### config.mk
export PLATFORM = sky130hd
export DESIGN_NAME = ird_sum
export DESIGN_NICKNAME = d
export VERILOG_FILES = /design/src/rtl/ird_pkg.sv /design/src/rtl/ird_sum.sv
export SDC_FILE = /design/constraint.sdc
export NUM_CORES = 2
export LEC_CHECK = 0
export BUFFER_PORTS_ARGS = -buffer_cell sky130_fd_sc_hd__buf_2
export CORE_UTILIZATION = 35
export CTS_CLUSTER_DIAMETER = 100
export DETAILED_ROUTE_END_ITERATION = 10
export PLACE_DENSITY_LB_ADDON = 0.3
export SLEW_MARGIN = 20
export SYNTH_ARGS = -nofsm -noshare
export SYNTH_HDL_FRONTEND = slang
export SYNTH_SLANG_ARGS = --single-unit
export TNS_END_PERCENT = 100
### constraint.sdc
create_clock -name clock -period 22.8 [get_ports clock]
set_clock_uncertainty 0.05 [all_clocks]
set_input_delay 4.56 -clock clock [delete_from_list [all_inputs] [get_ports clock]]
set_output_delay 4.56 -clock clock [all_outputs]
set_load 0.02 [all_outputs]
### src/rtl/ird_pkg.sv
package ird_pkg;

   localparam int SENSOR_COUNT = 8;
   localparam int CORDIC_STEPS = 16;
   localparam int INPUT_FIELDS = 8;
   localparam int MAX_STEPS = 24;

   localparam int SENSOR_USED = (SENSOR_COUNT < INPUT_FIELDS) ? SENSOR_COUNT : INPUT_FIELDS;
   localparam int STEPS_USED = (CORDIC_STEPS < MAX_STEPS) ? CORDIC_STEPS : MAX_STEPS;

   localparam int STR_W = 10;
   localparam int COS_W = 16;
   localparam int PROD_W = STR_W + 1 + COS_W;
   localparam int SUM_W = PROD_W + 3;
   localparam int XY_W = SUM_W + 2;
   localparam int ANG_W = 24;
   localparam int STEP_W = $clog2(MAX_STEPS);
   localparam int BEARING_W = 13;
   localparam int Q_W = ANG_W - 8;

   localparam logic [STR_W-1:0] THRESHOLD_RESET = 10'd300;
   localparam logic [STR_W-1:0] STRENGTH_MAX = 10'd1023;
   localparam logic signed [ANG_W-1:0] HALF_TURN_Q12 = 24'sd737280;
   localparam logic signed [ANG_W-1:0] ROUND_HALF = 24'sd128;
   localparam logic signed [Q_W-1:0] FULL_TURN = 16'sd5760;
   localparam logic [BEARING_W-1:0] EMPTY_BEARING = 13'd4320;

   typedef logic signed [COS_W-1:0] cos_type;

   typedef struct packed {
      logic                    valid;
      logic                    special;
      logic                    nothing_seen;
      logic signed [XY_W-1:0]  x;
      logic signed [XY_W-1:0]  y;
      logic signed [ANG_W-1:0] ang;
   } cord_data_type;

   // Q1.14 cosine, sixteen points at 22.5 degree spacing
   function automatic cos_type cos_q14(input logic [3:0] pos);
      cos_type c;
      case (pos)
         4'd0:  c = 16'sd16384;
         4'd1:  c = 16'sd15137;
         4'd2:  c = 16'sd11585;
         4'd3:  c = 16'sd6270;
         4'd4:  c = 16'sd0;
         4'd5:  c = -16'sd6270;
         4'd6:  c = -16'sd11585;
         4'd7:  c = -16'sd15137;
         4'd8:  c = -16'sd16384;
         4'd9:  c = -16'sd15137;
         4'd10: c = -16'sd11585;
         4'd11: c = -16'sd6270;
         4'd12: c = 16'sd0;
         4'd13: c = 16'sd6270;
         4'd14: c = 16'sd11585;
         4'd15: c = 16'sd15137;
         default: c = 16'sd0;
      endcase
      return c;
   endfunction

   // nearest 22.5 degree slot for sensor i
   function automatic logic [3:0] sensor_pos(input int i);
      int p;
      p = (i * 16 + SENSOR_COUNT / 2) / SENSOR_COUNT;
      return p[3:0];
   endfunction

   // atan(2^-i) in 1/4096 degree
   function automatic logic signed [ANG_W-1:0] atan_q12(input logic [STEP_W-1:0] i);
      logic signed [ANG_W-1:0] a;
      case (i)
         5'd0:  a = 24'sd184320;
         5'd1:  a = 24'sd108810;
         5'd2:  a = 24'sd57492;
         5'd3:  a = 24'sd29184;
         5'd4:  a = 24'sd14649;
         5'd5:  a = 24'sd7331;
         5'd6:  a = 24'sd3667;
         5'd7:  a = 24'sd1833;
         5'd8:  a = 24'sd917;
         5'd9:  a = 24'sd458;
         5'd10: a = 24'sd229;
         5'd11: a = 24'sd115;
         5'd12: a = 24'sd57;
         5'd13: a = 24'sd29;
         5'd14: a = 24'sd14;
         5'd15: a = 24'sd7;
         5'd16: a = 24'sd4;
         5'd17: a = 24'sd2;
         5'd18: a = 24'sd1;
         default: a = 24'sd0;
      endcase
      return a;
   endfunction

endpackage

### src/rtl/ird_sum.sv
module ird_sum
   import ird_pkg::*;
(
   input  logic                    clock,
   input  logic                    reset,
   input  logic                    advance,
   input  logic                    in_valid,
   input  logic [STR_W-1:0]        raw [INPUT_FIELDS],
   input  logic [STR_W-1:0]        threshold,
   output cord_data_type           dout
);

   // stage 1: per-sensor products
   logic                     s1_valid_ff;
   logic                     s1_seen_ff;
   logic signed [PROD_W-1:0] px_ff [SENSOR_USED];
   logic signed [PROD_W-1:0] py_ff [SENSOR_USED];
   logic                     s1_seen_in;
   logic signed [PROD_W-1:0] px_in [SENSOR_USED];
   logic signed [PROD_W-1:0] py_in [SENSOR_USED];

   always_comb begin
      logic [STR_W-1:0]    strength;
      logic signed [STR_W:0] sw;
      logic [3:0]          pos;
      s1_seen_in = 1'b0;
      for (int i = 0; i < SENSOR_USED; i++) begin
         strength = STRENGTH_MAX - raw[i];
         sw = $signed({1'b0, strength});
         pos = sensor_pos(i);
         if (strength >= threshold) begin
            s1_seen_in = 1'b1;
            px_in[i] = sw * cos_q14(pos);
            py_in[i] = sw * cos_q14(pos + 4'd12);
         end else begin
            px_in[i] = '0;
            py_in[i] = '0;
         end
      end
   end

   // stage 2: vector sum
   logic                    s2_valid_ff;
   logic                    s2_seen_ff;
   logic signed [SUM_W-1:0] sx_ff, sy_ff;
   logic signed [SUM_W-1:0] sx_in, sy_in;

   always_comb begin
      sx_in = '0;
      sy_in = '0;
      for (int i = 0; i < SENSOR_USED; i++) begin
         sx_in = sx_in + SUM_W'(px_ff[i]);
         sy_in = sy_in + SUM_W'(py_ff[i]);
      end
   end

   // stage 3: fold into the right half plane, flag the null vector
   cord_data_type d3_ff, d3_in;

   always_comb begin
      logic signed [XY_W-1:0] wx, wy;
      wx = XY_W'(sx_ff);
      wy = XY_W'(sy_ff);
      d3_in.valid = s2_valid_ff;
      d3_in.special = (sx_ff == '0) && (sy_ff == '0);
      d3_in.nothing_seen = !s2_seen_ff;
      if (sx_ff < 0) begin
         d3_in.x = -wx;
         d3_in.y = -wy;
         d3_in.ang = HALF_TURN_Q12;
      end else begin
         d3_in.x = wx;
         d3_in.y = wy;
         d3_in.ang = '0;
      end
   end

   always_ff @(posedge clock) begin
      if (reset) begin
         s1_valid_ff <= 1'b0;
         s2_valid_ff <= 1'b0;
         d3_ff.valid <= 1'b0;
      end else if (advance) begin
         s1_valid_ff <= in_valid;
         s1_seen_ff <= s1_seen_in;
         px_ff <= px_in;
         py_ff <= py_in;
         s2_valid_ff <= s1_valid_ff;
         s2_seen_ff <= s1_seen_ff;
         sx_ff <= sx_in;
         sy_ff <= sy_in;
         d3_ff <= d3_in;
      end
   end

   assign dout = d3_ff;

endmodule

==> impl_metrics.yaml <==
yosys:
  netlist-cell-type-count: 61
  synth_area_mm2: 0.04123
  synth_most_common_cell: "inv_1"
  synth_top_area_share_pct: 23.96
  syn_inst: 4041
  ys_seq_area_share_pct: 24.11
  synth-edff-count: 329
  async_flop_share_pct: 0
  synth-main-ff-cell: "edfxtp_1"
  avgSynthCellArea_um2: 10.20
  ys_top_cells_by_area: "edfxtp_1 24%, fa_1 23%, ha_1 21%"
  yosys_warnings: 0
  synth-seq-cells: 332
  yosys-top-cells-count: "1076 x inv_1, 695 x ha_1, 481 x fa_1"
  yosysTopAreaCell: "edfxtp_1"
clocking:
  post_cts_buffers: 0
  worst_skew_pair.late_latency_ps: 570
  cts_hold_buf: 0
  cts_resized: 0
  path_clk_slew_ps: 60
  numCtsBuffers: 38
  cts_max_path_buffers: 3
  cts_tree: "yes"
  cts_sinks: 332
  root_buffer: "clkbuf_16"
  htreeDepth: 2
global_route:
  track_usage_pct: 18.11
  grt_max_degree: 72
  grt_pass1_wl_mm: 164.4
  grt_pass1_vias: 28200
  overflow: 0
  antenna_found_initial: 6
drt:
  routed_wirelength_mm: 107.0
  wire_per_inst_um: 18.54
  dr.pass1.iters: 7
  num_vias: 27430
  first_iter_violations: 1664
  drc: 0
  via_per_inst: 4.753
  ant_nets: 0
min_path:
  whs_path_depth: 0
  whs_endpoint: "s2_seen_ff"
  min_from: "s1_seen_ff"
  hold_path.class: "reg2reg"
timing:
  setup_tns_ps: 0
  maxSlewViolCount: 0
  setup_ws_ps: 12620
  fin_crit_sh_pct: 44.67
  clock.fmax_ghz: 0.09819
  period_needed_ps: 10180
  hold_viol_final: 0
  worstMarginPinSlew_ps: 989.7
  setup_viol: 0
  rsz0062_at_grt: "no"
  relSlewSlack_pct: 34.02
worst_setup_path:
  r2r-end: "sx_ff[28]"
  required_ps: 23160
  path_max_fanout: 7
  rr_startpoint: "px_ff[17]"
  arrival_ps: 10550
  r2r_cells: 14
  endpoint_kind: "flop"
  critical_path_class: "in2reg"
  cp-start-kind: "input port"
  rrSetupSlack_ps: 17650
floorplanning:
  die-area_mm2: 0.1192
  die_y_um: 345.2
  floorplan.io_pins: 185
  initial_utilization_pct: 35.38
  coreArea_mm2: 0.1165
  num_rows: 125
  die_x_um: 345.2
placement:
  pre_cts_ws_ps: 12130
  io_buffers: 164
  place_hpwl_mm: 92.59
  gp_congestion: 0.9326
outcome:
  status: "completed"
cells_and_area:
  syn2layout_area_growth_pct: 9.444
  final_nets: 5489
  final_layout_size_suffix_gt1_share_pct: 6.313
flow_run:
  cap_violations: 0
registers in the layout, indices dropped and copies added, names as in the netlist:
signal       cells
s2_valid_ff      1
s2_seen_ff       1
px_ff           75
s1_valid_ff      1
dout            68
sy_ff           30
py_ff          125
s1_seen_ff       1
sx_ff           30
metrics by stage:
stage | hold WS (ps) | area, µm² | std cells | utilization [%]
3_3_place_gp | 359.9 | 43880 | 5703 | 37.66
5_1_grt | 387.5 | 45120 | 5769 | 38.72
2_1_floorplan | 350.3 | 41310 | 4062 | -
4_1_cts | 369.9 | 45120 | 5769 | 38.72
6_report | 377.6 | 45120 | 5771 | 38.73
3_5_place_dp | 356.1 | 43880 | 5703 | 37.66
cells in the final DEF, fill, tap and decap left out, types with 39 or more instances in the layout:
cell       count
xor2_1        53
nor2b_1       45
buf_2        164
ha_1         695
fa_1         481
a21oi_1      151
clkbuf_16     39
edfxtp_1     329
nor3_1        40
inv_1       1076
a21o_1       104
nand2_1       90
nor2_1       231
xnor2_1      185
o21ai_0      120
worst max-delay path, stage by stage:
cell,delay (ps)
buf_2,110
inv_1,380
fa_1,610
ha_1,370
inv_1,70
fa_1,530
inv_1,60
fa_1,520
inv_1,50
fa_1,500
inv_1,50
ha_1,360
a21o_1,200
a21oi_1,130
nor2b_1,70
a2111oi_0,810
o31a_1,360
nor3_1,80
o31a_1,280
or3_1,300
a21oi_1,140
routing by layer:
layer  global-route usage [%]  wire length, µm  part of all wire [%]  vias up
li1                         -                -                     -    13380
met1                    25.32            49610                    46    13270
met2                    29.21            48280                    45      660
met3                    2.149             5757                   5.4      127
met4                    5.594             3361                   3.1        0
met5                        0                0                     0        -
cell families after synthesis:
kind of cell / after synthesis / share of synthesized area, %
AO/OA/AOI/OAI: 567 / 8.840
XOR/XNOR: 238 / 5.056
adder cells (fa/ha/maj): 1176 / 44.45
buffers and inverters: 1143 / 10.62
flip-flops: 332 / 24.11
multiplexers: 4 / 0.09712
other: 1 / 0.009096
AND/OR/NAND/NOR: 580 / 6.825
layout make-up:
| class | count | area, µm² |
|---|---|---|
| Multi-Input combinational cell | 2587 | 27020 |
| Timing Repair Buffer | 184 | 970.9 |
| Tap cell | 1524 | 1907 |
| Clock buffer | 44 | 994.7 |
| Inverter | 1076 | 4039 |
| Fill cell | 11540 | 71400 |
| Antenna cell | 2 | 5.005 |
| Clock inverter | 22 | 241.5 |
| Sequential cell | 332 | 9940 |
how the worst max path moves through the flow:
stage	startpoint	to	slack (ps)	cells past startpoint
finish	raw[5]	py_ff[26]	12620	21
global route	raw[5]	py_ff[26]	12450	21
CTS	raw[5]	py_ff[26]	12710	21
detailed placement	raw[5]	py_ff[26]	12130	21
global placement	raw[5]	py_ff[26]	12160	21
floorplan	reset	dout[17]	2580	1
Power is not shown: default switching activity piles up to over one toggle a cycle in this logic, so the estimate is an artifact.
