<file path="config.mk">
export PLATFORM = sky130hd
export DESIGN_NAME = ird_cordic_cell
export DESIGN_NICKNAME = d
export VERILOG_FILES = /design/src/rtl/ird_pkg.sv /design/src/rtl/ird_cordic_cell.sv
export SDC_FILE = /design/constraint.sdc
export NUM_CORES = 1
export LEC_CHECK = 0
export BUFFER_PORTS_ARGS = -buffer_cell sky130_fd_sc_hd__buf_4
export CELL_PAD_IN_SITES_DETAIL_PLACEMENT = 1
export CELL_PAD_IN_SITES_GLOBAL_PLACEMENT = 2
export CORE_ASPECT_RATIO = 2
export CORE_MARGIN = 8
export CORE_UTILIZATION = 30
export CTS_BUF_LIST = sky130_fd_sc_hd__clkbuf_8 sky130_fd_sc_hd__clkbuf_16
export CTS_CLUSTER_SIZE = 30
export DETAILED_ROUTE_END_ITERATION = 10
export GPL_TIMING_DRIVEN = 1
export PLACE_DENSITY_LB_ADDON = 0.2
export SKIP_LAST_GASP = 1
export SLEW_MARGIN = 20
export SYNTH_ARGS = -nofsm -noshare
export SYNTH_HDL_FRONTEND = slang
export SYNTH_SLANG_ARGS = --single-unit
</file>
<file path="constraint.sdc">
create_clock -name clock -period 13.6 [get_ports clock]
set_input_delay 1.36 -clock clock [delete_from_list [all_inputs] [get_ports clock]]
set_output_delay 1.36 -clock clock [all_outputs]
set_load 0.02 [all_outputs]
</file>
<file path="src/rtl/ird_pkg.sv">
package ird_pkg;

   localparam int SENSOR_COUNT = 8;
   localparam int CORDIC_STEPS = 16;
   localparam int INPUT_FIELDS = 8;
   localparam int MAX_STEPS = 24;

   localparam int SENSOR_USED = (SENSOR_COUNT < INPUT_FIELDS) ? SENSOR_COUNT : INPUT_FIELDS;
   localparam int STEPS_USED = (CORDIC_STEPS < MAX_STEPS) ? CORDIC_STEPS : MAX_STEPS;

   localparam int STR_W = 10;
   localparam int COS_W = 16;
   localparam int PROD_W = STR_W + 1 + COS_W;
   localparam int SUM_W = PROD_W + 3;
   localparam int XY_W = SUM_W + 2;
   localparam int ANG_W = 24;
   localparam int STEP_W = $clog2(MAX_STEPS);
   localparam int BEARING_W = 13;
   localparam int Q_W = ANG_W - 8;

   localparam logic [STR_W-1:0] THRESHOLD_RESET = 10'd300;
   localparam logic [STR_W-1:0] STRENGTH_MAX = 10'd1023;
   localparam logic signed [ANG_W-1:0] HALF_TURN_Q12 = 24'sd737280;
   localparam logic signed [ANG_W-1:0] ROUND_HALF = 24'sd128;
   localparam logic signed [Q_W-1:0] FULL_TURN = 16'sd5760;
   localparam logic [BEARING_W-1:0] EMPTY_BEARING = 13'd4320;

   typedef logic signed [COS_W-1:0] cos_type;

   typedef struct packed {
      logic                    valid;
      logic                    special;
      logic                    nothing_seen;
      logic signed [XY_W-1:0]  x;
      logic signed [XY_W-1:0]  y;
      logic signed [ANG_W-1:0] ang;
   } cord_data_type;

   // Q1.14 cosine, sixteen points at 22.5 degree spacing
   function automatic cos_type cos_q14(input logic [3:0] pos);
      cos_type c;
      case (pos)
         4'd0:  c = 16'sd16384;
         4'd1:  c = 16'sd15137;
         4'd2:  c = 16'sd11585;
         4'd3:  c = 16'sd6270;
         4'd4:  c = 16'sd0;
         4'd5:  c = -16'sd6270;
         4'd6:  c = -16'sd11585;
         4'd7:  c = -16'sd15137;
         4'd8:  c = -16'sd16384;
         4'd9:  c = -16'sd15137;
         4'd10: c = -16'sd11585;
         4'd11: c = -16'sd6270;
         4'd12: c = 16'sd0;
         4'd13: c = 16'sd6270;
         4'd14: c = 16'sd11585;
         4'd15: c = 16'sd15137;
         default: c = 16'sd0;
      endcase
      return c;
   endfunction

   // nearest 22.5 degree slot for sensor i
   function automatic logic [3:0] sensor_pos(input int i);
      int p;
      p = (i * 16 + SENSOR_COUNT / 2) / SENSOR_COUNT;
      return p[3:0];
   endfunction

   // atan(2^-i) in 1/4096 degree
   function automatic logic signed [ANG_W-1:0] atan_q12(input logic [STEP_W-1:0] i);
      logic signed [ANG_W-1:0] a;
      case (i)
         5'd0:  a = 24'sd184320;
         5'd1:  a = 24'sd108810;
         5'd2:  a = 24'sd57492;
         5'd3:  a = 24'sd29184;
         5'd4:  a = 24'sd14649;
         5'd5:  a = 24'sd7331;
         5'd6:  a = 24'sd3667;
         5'd7:  a = 24'sd1833;
         5'd8:  a = 24'sd917;
         5'd9:  a = 24'sd458;
         5'd10: a = 24'sd229;
         5'd11: a = 24'sd115;
         5'd12: a = 24'sd57;
         5'd13: a = 24'sd29;
         5'd14: a = 24'sd14;
         5'd15: a = 24'sd7;
         5'd16: a = 24'sd4;
         5'd17: a = 24'sd2;
         5'd18: a = 24'sd1;
         default: a = 24'sd0;
      endcase
      return a;
   endfunction

endpackage

</file>
<file path="src/rtl/ird_cordic_cell.sv">
module ird_cordic_cell
   import ird_pkg::*;
(
   input  logic              clock,
   input  logic              reset,
   input  logic              advance,
   input  logic [STEP_W-1:0] step_idx,
   input  cord_data_type     din,
   output cord_data_type     dout
);

   cord_data_type data_ff, data_in;

   always_comb begin
      logic signed [XY_W-1:0] dx, dy;
      dx = din.y >>> step_idx;
      dy = din.x >>> step_idx;
      data_in = din;
      if (din.y >= 0) begin
         data_in.x = din.x + dx;
         data_in.y = din.y - dy;
         data_in.ang = din.ang + atan_q12(step_idx);
      end else begin
         data_in.x = din.x - dx;
         data_in.y = din.y + dy;
         data_in.ang = din.ang - atan_q12(step_idx);
      end
   end

   always_ff @(posedge clock) begin
      if (reset) begin
         data_ff.valid <= 1'b0;
      end else if (advance) begin
         data_ff <= data_in;
      end
   end

   assign dout = data_ff;

endmodule

</file>
==> results of run 1 <==
## report_power, final
group / internal (mW) / switching, mW
clock: 0.144 / 0.135
sequential: 0.385 / 0.0135
combinational: 0.374 / 0.560
## worst min-delay path, cell delays in order, from the launching register on
cell     delay (ns)
dfxtp_1        0.33
mux2i_1        0.07
nor2_1         0.08
## metrics by stage
| stage | util [%] | cell area (µm²) |
|---|---|---|
| after floorplan | - | 13930 |
| after global placement | 34.43 | 15780 |
| after detailed placement | 34.43 | 15780 |
| after CTS | 35.09 | 16080 |
| after global routing | 35.10 | 16090 |
| final | 35.10 | 16090 |
## layout make-up
cell class / count / area (µm²)
Clock buffer: 9 / 225.2
Clock inverter: 7 / 75.07
Multi-Input combinational cell: 1322 / 10630
Tap cell: 565 / 706.9
Fill cell: 5372 / 29750
Inverter: 39 / 146.4
Timing Repair Buffer: 211 / 1584
Sequential cell: 91 / 2723
## worst max-delay path by stage
stage / slack, ns / startpoint / depth (start not counted) / end
floorplan: 7.20 / step_idx[0] / 26 / dout[86]
global placement: 5.03 / step_idx[0] / 21 / dout[86]
detailed placement: 4.82 / step_idx[0] / 23 / dout[86]
CTS: 5.26 / step_idx[0] / 23 / dout[86]
global route: 4.72 / step_idx[0] / 24 / dout[86]
finish: 5.32 / step_idx[0] / 23 / dout[86]
## synth_stat cells (all sizes together), types with 38 or more instances
| library cell | n |
|---|---|
| mux4 | 70 |
| xor2 | 41 |
| buf | 48 |
| o21ai | 100 |
| nor3 | 45 |
| a21oi | 109 |
| edfxtp | 90 |
| ha | 104 |
| mux2 | 41 |
| nor2 | 103 |
| nand2 | 132 |
| mux2i | 54 |
| inv | 38 |
| xnor2 | 96 |
## cells in the final DEF, fill, tap and decap left out, types with 8 or more instances in the layout
cell | synthesis | routed
a211oi_1 | 14 | 13
a21o_1 | 30 | 30
a21oi_1 | 109 | 109
a22o_1 | 9 | 9
a22oi_1 | 10 | 10
a31oi_1 | 15 | 15
and2_1 | 11 | 11
and3_1 | 13 | 13
buf_4 | 4 | 211
clkbuf_16 | 0 | 9
edfxtp_1 | 90 | 90
ha_1 | 104 | 104
inv_1 | 35 | 35
mux2_2 | 34 | 34
mux2i_1 | 54 | 54
mux4_2 | 70 | 70
nand2_1 | 131 | 131
nand2b_1 | 24 | 24
nand3_1 | 30 | 30
nand4_1 | 11 | 11
nor2_1 | 102 | 102
nor2b_1 | 15 | 14
nor3_1 | 43 | 42
o2111ai_1 | 8 | 8
o211ai_1 | 31 | 31
o21a_1 | 15 | 15
o21ai_0 | 91 | 91
o21bai_1 | 15 | 15
o22ai_1 | 13 | 13
o31ai_1 | 15 | 15
or2_2 | 12 | 12
or3_1 | 10 | 10
xnor2_1 | 96 | 96
xor2_1 | 41 | 41
## routing by layer
layer	vias up	wire length (µm)	share of wire [%]
li1	6167	-	-
met1	6745	22100	34
met2	475	35530	54
met3	188	3118	4.7
met4	0	5066	7.7
met5	-	0	0
## cells by family (layout without fill, tap and decap cells)
logic type / Yosys count / after routing
simple gates: 448 / 448
compound gates: 465 / 465
xor+xnor: 137 / 137
mux: 165 / 165
flops: 91 / 91
fa+ha+maj: 107 / 107
buf+inv: 121 / 266
==> results by group, run 1 <==
Status
  • Status: finished clean

Clocking
  • Root Buffer: clkbuf_16
  • Clock H-tree levels: 3
  • Worst-Skew Late Latency: 0.37 ns
  • Longest Clk Path Bufs: 2
  • Reg clk slew, reported paths: approximately 0.080 ns
  • Postcts setup bufs: 0
  • PostCTS Resize Cnt: 0
  • CTS tree: done
  • Hold Buf Count CTS: 0
  • TritonCTS Buffers: 9
  • Clock Sinks: 91

Yosys
  • Most used DFF post-synth: edfxtp_1
  • Ys Warns: 0
  • Post-synthesis adder-cell area fraction: under 10%
  • Mapped Cells: 1534
  • Asr flop ratio synth: 0%
  • Number of synthesized flops with an enable pin: 90
  • Synth Area in Compound Gates: between 20 and 25%
  • Synth area leaders: edfxtp_1, mux4_2, ha_1
  • Net Count, Synth: 1740
  • Syn_area_per_cell: 9.079 µm²
  • Post-Synth XOR/XNOR Area: ~8.6%
  • Register area share after synthesis: 19.55%
  • #FFs+latches synth: 91
  • Largest family of logic cells by synthesized area: compound AO/OA/AOI/OAI gates
  • Synthesized area: about 14000 µm²
  • Area leader, netlist: edfxtp_1
  • Synth top area share: 19.41%
  • Post-synthesis mux area share: roughly 19%
  • Post-Synth Simple-Gate Area: 16.60%
  • Count of cell types in the netlist: ~100

Critical path
  • Critical path buffer and inverter count: 4
  • CP required: 13.75 ns
  • Largest stage delay on the critical path: 0.79 ns
  • Reg2reg start: dout[90]
  • Setup crit end kind: flip-flop
  • CP cell instances: buf_4, buf_4, mux4_2, a22o_1, a21oi_1, o211ai_1, inv_1, ha_1, inv_1, nor3b_1, nand3_2, o31ai_1, xnor2_1, ha_1, and3_1, and3_1, nand3_1, o211ai_1, o41ai_1, o21ai_0, a211o_1, a21oi_1, xnor2_1
  • Critical path class: in2reg
  • Reg-to-Reg End: dout[90]
  • FF-to-FF path depth: 2
  • Largest fanout on the critical path: 54
  • Worst setup SP type: primary input
  • Top delay family on crit path: compound AO/OA/AOI/OAI gates
  • Crit path max-delay cell type: buf_4
  • Arrival @ worst endpoint: 8.43 ns
  • R2R Setup Slk: 13.01 ns

Power
  • Pwr Density: approximately 100 nW/µm²
  • Static Leakage: 6.288 nW
  • Peak VDD IR: 0.06147 mV
  • Total power: 1.611 mW

Floorplanning
  • Row count: 111
  • Die ar.: 53990 µm²
  • Die width: ~170 µm
  • Ports: 190
  • Starting Density: between 30% and 40%
  • Die height: 320.7 µm
  • CORE AREA: between 40000 and 50000 µm²

Hold path
  • Hold path depth: 2
  • Min-delay src: dout[90]
  • Worst Hold Class: reg2reg
  • Hold Path End: dout[90]

Routing
  • WL/cell: 29.32 µm
  • Via count: 13580
  • Number of remaining DRC errors: 0
  • DR pass1 iterations: 5
  • Final antenna-violating net count: 0
  • Vias per std cell: roughly 6.0
  • Final WL: around 66 mm
  • DRT iter0 DRCs: 652

GRT
  • Met3 Use GR: 4.381%
  • Total grt overflow: 0
  • Initial antenna violation count: 0
  • Busiest layer in global routing: met2
  • Largest net degree at the start of global routing: 66
  • Vias in the first global route: 14850
  • First-pass GRT wire length: 96.25 mm
  • GR Util met2: 46.33%
  • Routing usage on met1: between 20% and 30%
  • GRT Overall Usage: 24.08%

STA
  • Worst hold slack: 0.5068 ns
  • Period utilisation layout: 60.92%
  • F_max: 120.7 MHz
  • Post-Route Setup TNS: 0 ns
  • Setup WS post-layout: 5.315 ns
  • Hold violation count in the final report: 0
  • Final Skew: 0 ns
  • Max-slew violations: 0
  • Min Tclk post-route: 8.285 ns
  • Slew HR: roughly 33%
  • Slew @ Worst Pin: 0.9972 ns
  • Unrepaired setup endpoints after global routing: false
  • Final setup violation count: 0

Place
  • Post-DP HPWL: 52.62 mm
  • Dpl cells: 2228
  • Port Buffers: 189
  • Placer Congestion: ~0.95
  • Post-Place Worst Slack: 4.824 ns

Cells and area
  • Share of layout cells above drive strength 1: a little under a quarter
  • Area Overhead vs Synth: 15.50%
  • Max reg flops: between 90 and 100
  • Non-filler instance count after layout: 2244
  • Final #Nets: 1880
  • ANT cells: 0

Run
  • Max Cap Violations: 0
Power figures use the tool's default switching activity.
==> run 2, diff against run 1 <==
--- a/config.mk
+++ b/config.mk
@@ -5,12 +5,13 @@
 export SDC_FILE = /design/constraint.sdc
 export NUM_CORES = 1
 export LEC_CHECK = 0
+export ABC_AREA = 1
 export BUFFER_PORTS_ARGS = -buffer_cell sky130_fd_sc_hd__buf_4
 export CELL_PAD_IN_SITES_DETAIL_PLACEMENT = 1
 export CELL_PAD_IN_SITES_GLOBAL_PLACEMENT = 2
 export CORE_ASPECT_RATIO = 2
 export CORE_MARGIN = 8
-export CORE_UTILIZATION = 30
+export CORE_UTILIZATION = 29
 export CTS_BUF_LIST = sky130_fd_sc_hd__clkbuf_8 sky130_fd_sc_hd__clkbuf_16
 export CTS_CLUSTER_SIZE = 30
 export DETAILED_ROUTE_END_ITERATION = 10
==> constraint.sdc (replaced) <==
create_clock -name clock -period 7.5 [get_ports clock]
set_input_delay 0.75 -clock clock [delete_from_list [all_inputs] [get_ports clock]]
set_output_delay 0.75 -clock clock [all_outputs]
set_load 0.02 [all_outputs]
==> run 2 against run 1 <==
Final area is 3.8% lower. Critical path type unchanged. Sequential power grew 83%. Worst setup slack got worse by 3.9 ns. Utilization decreased by 1.2 points. Global-route usage down 2.2 points. Highest routed layer unchanged.
==> results by group, run 2 <==
Yosys
  • Commonest cells in the netlist: nand2_1, nand3_1, inv_1
  • Top-count cell post-synth: nand2_1
  • Net Count, Synth: 2269
  • Post-Synth XOR/XNOR Area: 9.341%
  • Number of synthesized flops with an enable pin: 90
  • Synth top area share: between 20% and 30%
  • Area leader, netlist: edfxtp_1
  • Synth Area in Compound Gates: roughly 12%
  • Post-synthesis adder-cell area fraction: 10.15%
  • Synthesized area: 13410 µm²
  • Ys Warns: 0
  • Synth area leaders: edfxtp_1, nand2_1, nand3_1
  • Post-Synth Simple-Gate Area: 39.16%
  • Count of cell types in the netlist: 53
  • Most used DFF post-synth: edfxtp_1
  • #FFs+latches synth: 91
  • Asr flop ratio synth: 0%
  • Syn_area_per_cell: approximately 6.5 µm²
  • Largest family of logic cells by synthesized area: simple AND/OR/NAND/NOR gates
  • Post-synthesis mux area share: 0%
  • Register area share after synthesis: 20.31%
  • Mapped Cells: 2063

STA
  • Hold violation count in the final report: 0
  • Period utilisation layout: between 80% and 90%
  • Slew HR: 45.31%
  • Slew @ Worst Pin: a little over 0.8 ns
  • Min Tclk post-route: 6.110 ns
  • F_max: 163.7 MHz
  • Max-slew violations: 0
  • Post-Route Setup TNS: 0 ns
  • Unrepaired setup endpoints after global routing: false
  • Final setup violation count: 0
  • Final Skew: 0 ns

Critical path
  • Arrival @ worst endpoint: 6.24 ns
  • Top delay family on crit path: compound AO/OA/AOI/OAI gates
  • CP endpoint: dout[47]
  • Critical path class: in2reg
  • Largest fanout on the critical path: 66
  • Critical path buffer and inverter count: 3
  • Reg-to-Reg End: dout[90]
  • Setup crit end kind: flip-flop
  • Crit. path cell count: 20
  • CP cell instances: buf_4, inv_4, nor2_1, nand2_1, nand3_1, nand3_1, nand2_1, inv_1, ha_1, o21ai_0, ha_1, nand3_1, nand2_1, a31oi_1, o21ai_1, a21boi_0, o21ai_1, a21boi_0, o21ai_1, xor2_1
  • Reg2reg start: dout[90]
  • Worst setup SP type: primary input
  • FF-to-FF path depth: 2
  • CP startpoint: step_idx[1]
  • CP required: 7.63 ns
  • R2R Setup Slk: between 6 and 7 ns
  • Crit path max-delay cell type: a21boi_0
  • Largest stage delay on the critical path: 0.68 ns

Clocking
  • Clock Sinks: 91
  • Postcts setup bufs: 0
  • CTS tree: done
  • Hold Buf Count CTS: 0
  • TritonCTS Buffers: 9
  • PostCTS Resize Cnt: 0
  • Root Buffer: clkbuf_16
  • Worst-Skew Late Latency: 0.38 ns
  • Reg clk slew, reported paths: 0.07 ns
  • Clock H-tree levels: 3
  • Longest Clk Path Bufs: 2

Cells and area
  • Most common cell after layout, fill and taps aside: nand2_1
  • Final #Nets: 2410
  • Area Overhead vs Synth: 15.43%
  • Final instance area: 15480 µm²
  • Max reg flops: 91
  • Share of layout cells above drive strength 1: 14.58%
  • Commonest cells after routing, fill and taps aside: nand2_1, nand3_1, buf_4
  • ANT cells: 0
  • Non-filler instance count after layout: 2774

Floorplanning
  • Die width: 168.0 µm
  • Row count: 111
  • Starting Density: 29.34%
  • Die ar.: 53790 µm²
  • Ports: 190
  • CORE AREA: between 40000 and 50000 µm²
  • Die height: 320.1 µm

GRT
  • Largest net degree at the start of global routing: 67
  • GRT Overall Usage: a little over a fifth
  • Initial antenna violation count: 0
  • Total grt overflow: 0
  • Vias in the first global route: around 16000
  • First-pass GRT wire length: 90.57 mm

Status
  • Status: finished clean

Hold path
  • Min-delay src: dout[90]
  • Worst Hold Class: reg2reg
  • Hold path depth: 2

Power
  • Peak VDD IR: 0.1089 mV
  • Pwr Density: 186.4 nW/µm²
  • Static Leakage: 7.422 nW

Place
  • Placer Congestion: 0.9269
  • Dpl cells: ~2800
  • Placed inst area: 15180 µm²
  • Port Buffers: 189
  • Post-DP HPWL: 50.47 mm

Routing
  • Vias per std cell: 5.198
  • Final WL: 59.18 mm
  • DRT iter0 DRCs: 554
  • Via count: 14420
  • Number of remaining DRC errors: 0
  • Final antenna-violating net count: 0
  • DR pass1 iterations: 4
  • WL/cell: 21.33 µm

Run
  • Max Cap Violations: 0
run 2: tightest hold or removal path: stages (launching register included):
cell     delay (ns)
dfxtp_1        0.32
nand2_1        0.06
a21oi_1        0.05
run 2: metrics by stage:
step | setup slack [ns] | hold slack [ns] | power [mW] | utilization (%)
final | 1.390 | 0.4749 | 2.885 | 33.87
after global routing | 0.8994 | 0.5094 | 3.094 | 33.87
after CTS | 1.389 | 0.4859 | 2.932 | 33.87
after detailed placement | 0.9601 | 0.4763 | 2.390 | 33.22
after global placement | 1.110 | 0.4477 | 2.372 | 33.22
after floorplan | 2.376 | 0.5295 | 1.838 | -
run 2: how the worst min path moves through the flow:
stage,end,slack (ns)
global route,dout[90],0.51
finish,dout[90],0.47
floorplan,dout[90],0.53
detailed placement,dout[90],0.48
CTS,dout[90],0.49
global placement,dout[90],0.45
run 2: metal layers:
layer	vias up	global-route usage [%]	wire, µm
met5	-	0	0
met4	0	12.79	3455
met3	116	2.555	1638
met2	278	44.41	33290
met1	6887	20.07	20800
li1	7139	-	-
run 2: cell type report:
cell class                 instances  area [µm²]
sequential                        91        2723
fill                            5929       30220
clock inverter                     7       75.07
multi-input combinational       1714        9524
clock buffer                       9       225.2
timing repair buffer             203        1524
inverter                         185       699.4
tap                              565       706.9
run 2: kinds of logic after synthesis:
logic type      count (synthesis)
flops                          91
simple gates                 1177
fa+ha+maj                     107
compound gates                287
buf+inv                       258
xor+xnor                      143
run 2: report_power, final:
| group | switching (mW) | internal, mW | total (mW) |
|---|---|---|---|
| registers | 0.0261 | 0.705 | 0.731 |
| clock network | 0.261 | 0.262 | 0.523 |
| logic | 1.06 | 0.572 | 1.63 |
| total | 1.35 | 1.54 | 2.88 |
==> run 3, diff against run 2 <==
==> constraint.sdc (replaced) <==
create_clock -name clock -period 5.6 [get_ports clock]
set_input_delay 0.56 -clock clock [delete_from_list [all_inputs] [get_ports clock]]
set_output_delay 0.56 -clock clock [all_outputs]
set_load 0.02 [all_outputs]
==> run 3 against run 2 <==
Global-route usage rose by 0.054 points. Count of clock-buffer cells in the layout did not move. Routed wire length rose by 0.60%. Via count rose by 1.2%. Utilization rose by 0.59 points. Register-to-register slack got worse by 1.9 ns. Combinational power rose by 36%. Worst hold slack got worse by 0.13 ns. Final area rose by 1.7%. Clock skew did not move. Highest routed layer unchanged. Largest cell class unchanged. Non-clock buffer count rose by 28. Critical path type unchanged. Clock power rose by 29%.
==> results by group, run 3 (same netlist as run 2, synthesis figures left out) <==
Clocking
  • PostCTS Resize Cnt: 0
  • Hold Buf Count CTS: 0
  • CTS tree: done
  • Worst-Skew Late Latency: 0.38 ns
  • Longest Clk Path Bufs: 2
  • Reg clk slew, reported paths: 0.07 ns
  • Postcts setup bufs: 0
  • Root Buffer: clkbuf_16
  • Clock H-tree levels: 3
  • TritonCTS Buffers: 9
  • Clock Sinks: 91

Hold path
  • Min-delay src: din[88]
  • Worst Hold Class: in2reg
  • Hold path depth: 1
  • Hold Path End: dout[88]

Critical path
  • Largest stage delay on the critical path: 0.32 ns
  • Crit path max-delay cell type: ha_1
  • R2R Setup Slk: between 5 and 6 ns
  • Arrival @ worst endpoint: about 5.1 ns
  • FF-to-FF path depth: 2
  • CP required: 5.75 ns
  • CP startpoint: step_idx[1]
  • Reg-to-Reg End: dout[90]
  • Worst setup SP type: primary input
  • Most common cell on crit path: nand2_1
  • Critical path class: in2reg
  • Setup crit end kind: flip-flop
  • Largest fanout on the critical path: 35
  • Reg2reg start: dout[90]

STA
  • Slew @ Worst Pin: between 0.7 and 0.8 ns
  • Hold violation count in the final report: 0
  • Post-Route Setup TNS: 0 ns
  • F_max: 204.2 MHz
  • Final setup violation count: 0
  • Max-slew violations: 0
  • Slew HR: about half
  • Unrepaired setup endpoints after global routing: false
  • Period utilisation layout: 87.47%
  • Setup WS post-layout: between 0.7 and 0.8 ns
  • Final Skew: 0 ns
  • Min Tclk post-route: 4.898 ns

GRT
  • Largest net degree at the start of global routing: 50
  • Initial antenna violation count: 1
  • Total grt overflow: 0
  • GRT Overall Usage: 21.89%
  • Vias in the first global route: 16030
  • First-pass GRT wire length: 90.58 mm

Routing
  • Final WL: 59.53 mm
  • Vias per std cell: about 5.2
  • DR pass1 iterations: 5
  • WL/cell: 21.24 µm
  • Number of remaining DRC errors: 0
  • DRT iter0 DRCs: 561
  • Final antenna-violating net count: 0
  • Via count: 14590

Cells and area
  • Post-layout util: between 30% and 40%
  • Area Overhead vs Synth: 17.43%
  • Most common cell after layout, fill and taps aside: nand2_1
  • Share of layout cells above drive strength 1: 15.65%
  • Final #Nets: 2438
  • Commonest cells after routing, fill and taps aside: nand2_1, nand3_1, buf_4
  • Final instance area: 15750 µm²
  • Max reg flops: a little over 90

Floorplanning
  • Die height: 320.1 µm
  • Ports: 190
  • Die width: roughly 170 µm
  • Row count: 111
  • Die ar.: 53790 µm²
  • CORE AREA: approximately 46000 µm²
  • Starting Density: around 29%

Place
  • Post-Place Worst Slack: about 0.32 ns
  • Placed inst area: 15450 µm²
  • Port Buffers: 189
  • Placer Congestion: 0.9436
  • Post-DP HPWL: between 50 and 60 mm

Status
  • Status: finished clean

Power
  • Peak VDD IR: around 0.13 mV
  • Pwr Density: 246.3 nW/µm²
  • Total power: 3.879 mW
  • Static Leakage: 7.586 nW

Run
  • Max Cap Violations: 0
run 3: cell count changes in the layout (fill, tap and decap cells not counted), sizes merged:
cell / before / now
clkinv: 8 / 4
clkinvlp: 0 / 1
diode: 0 / 1
buf: 203 / 231
inv: 183 / 186
run 3: cell type report:
type	count	area, µm²
Antenna cell	1	2.502
Clock buffer	9	225.2
Clock inverter	7	67.56
Fill cell	5941	29950
Inverter	185	699.4
Multi-Input combinational cell	1714	9524
Sequential cell	91	2723
Tap cell	565	706.9
Timing Repair Buffer	231	1797
run 3: stage by stage:
step	std cells	hold WS, ns
6_report	2803	0.3493
5_1_grt	2803	0.3400
4_1_cts	2802	0.3280
2_1_floorplan	2063	0.5295
3_5_place_dp	2786	0.4715
3_3_place_gp	2786	0.4475
run 3: how the worst max path moves through the flow:
stage / depth (start not counted) / slack (ns) / endpoint
after floorplan: 2 / 0.67 / dout[0]
after global placement: 24 / 0.41 / dout[79]
after detailed placement: 31 / 0.32 / dout[55]
after CTS: 31 / 0.74 / dout[55]
after global routing: 31 / 0.13 / dout[55]
final: 31 / 0.70 / dout[55]
run 3: per-layer routing:
metal / GRT usage (%) / share of wire (%) / vias to the layer above
li1: - / - / 7186
met1: 20.10 / 35 / 6989
met2: 43.48 / 55 / 288
met3: 2.999 / 2.9 / 124
met4: 14.47 / 6.6 / 0
met5: 0 / 0 / -
run 3: critical path, delay by kind of cell:
kind            cells  cell delay (ns)
compound gates      7             1.39
xor+xnor            1             0.16
simple gates       14             1.39
buf+inv             7             0.99
fa+ha+maj           2             0.49
run 3: power breakdown:
part,switching [mW],internal [mW]
combinational,1.42,0.800
sequential,0.0352,0.945
clock,0.328,0.346
total,1.79,2.09
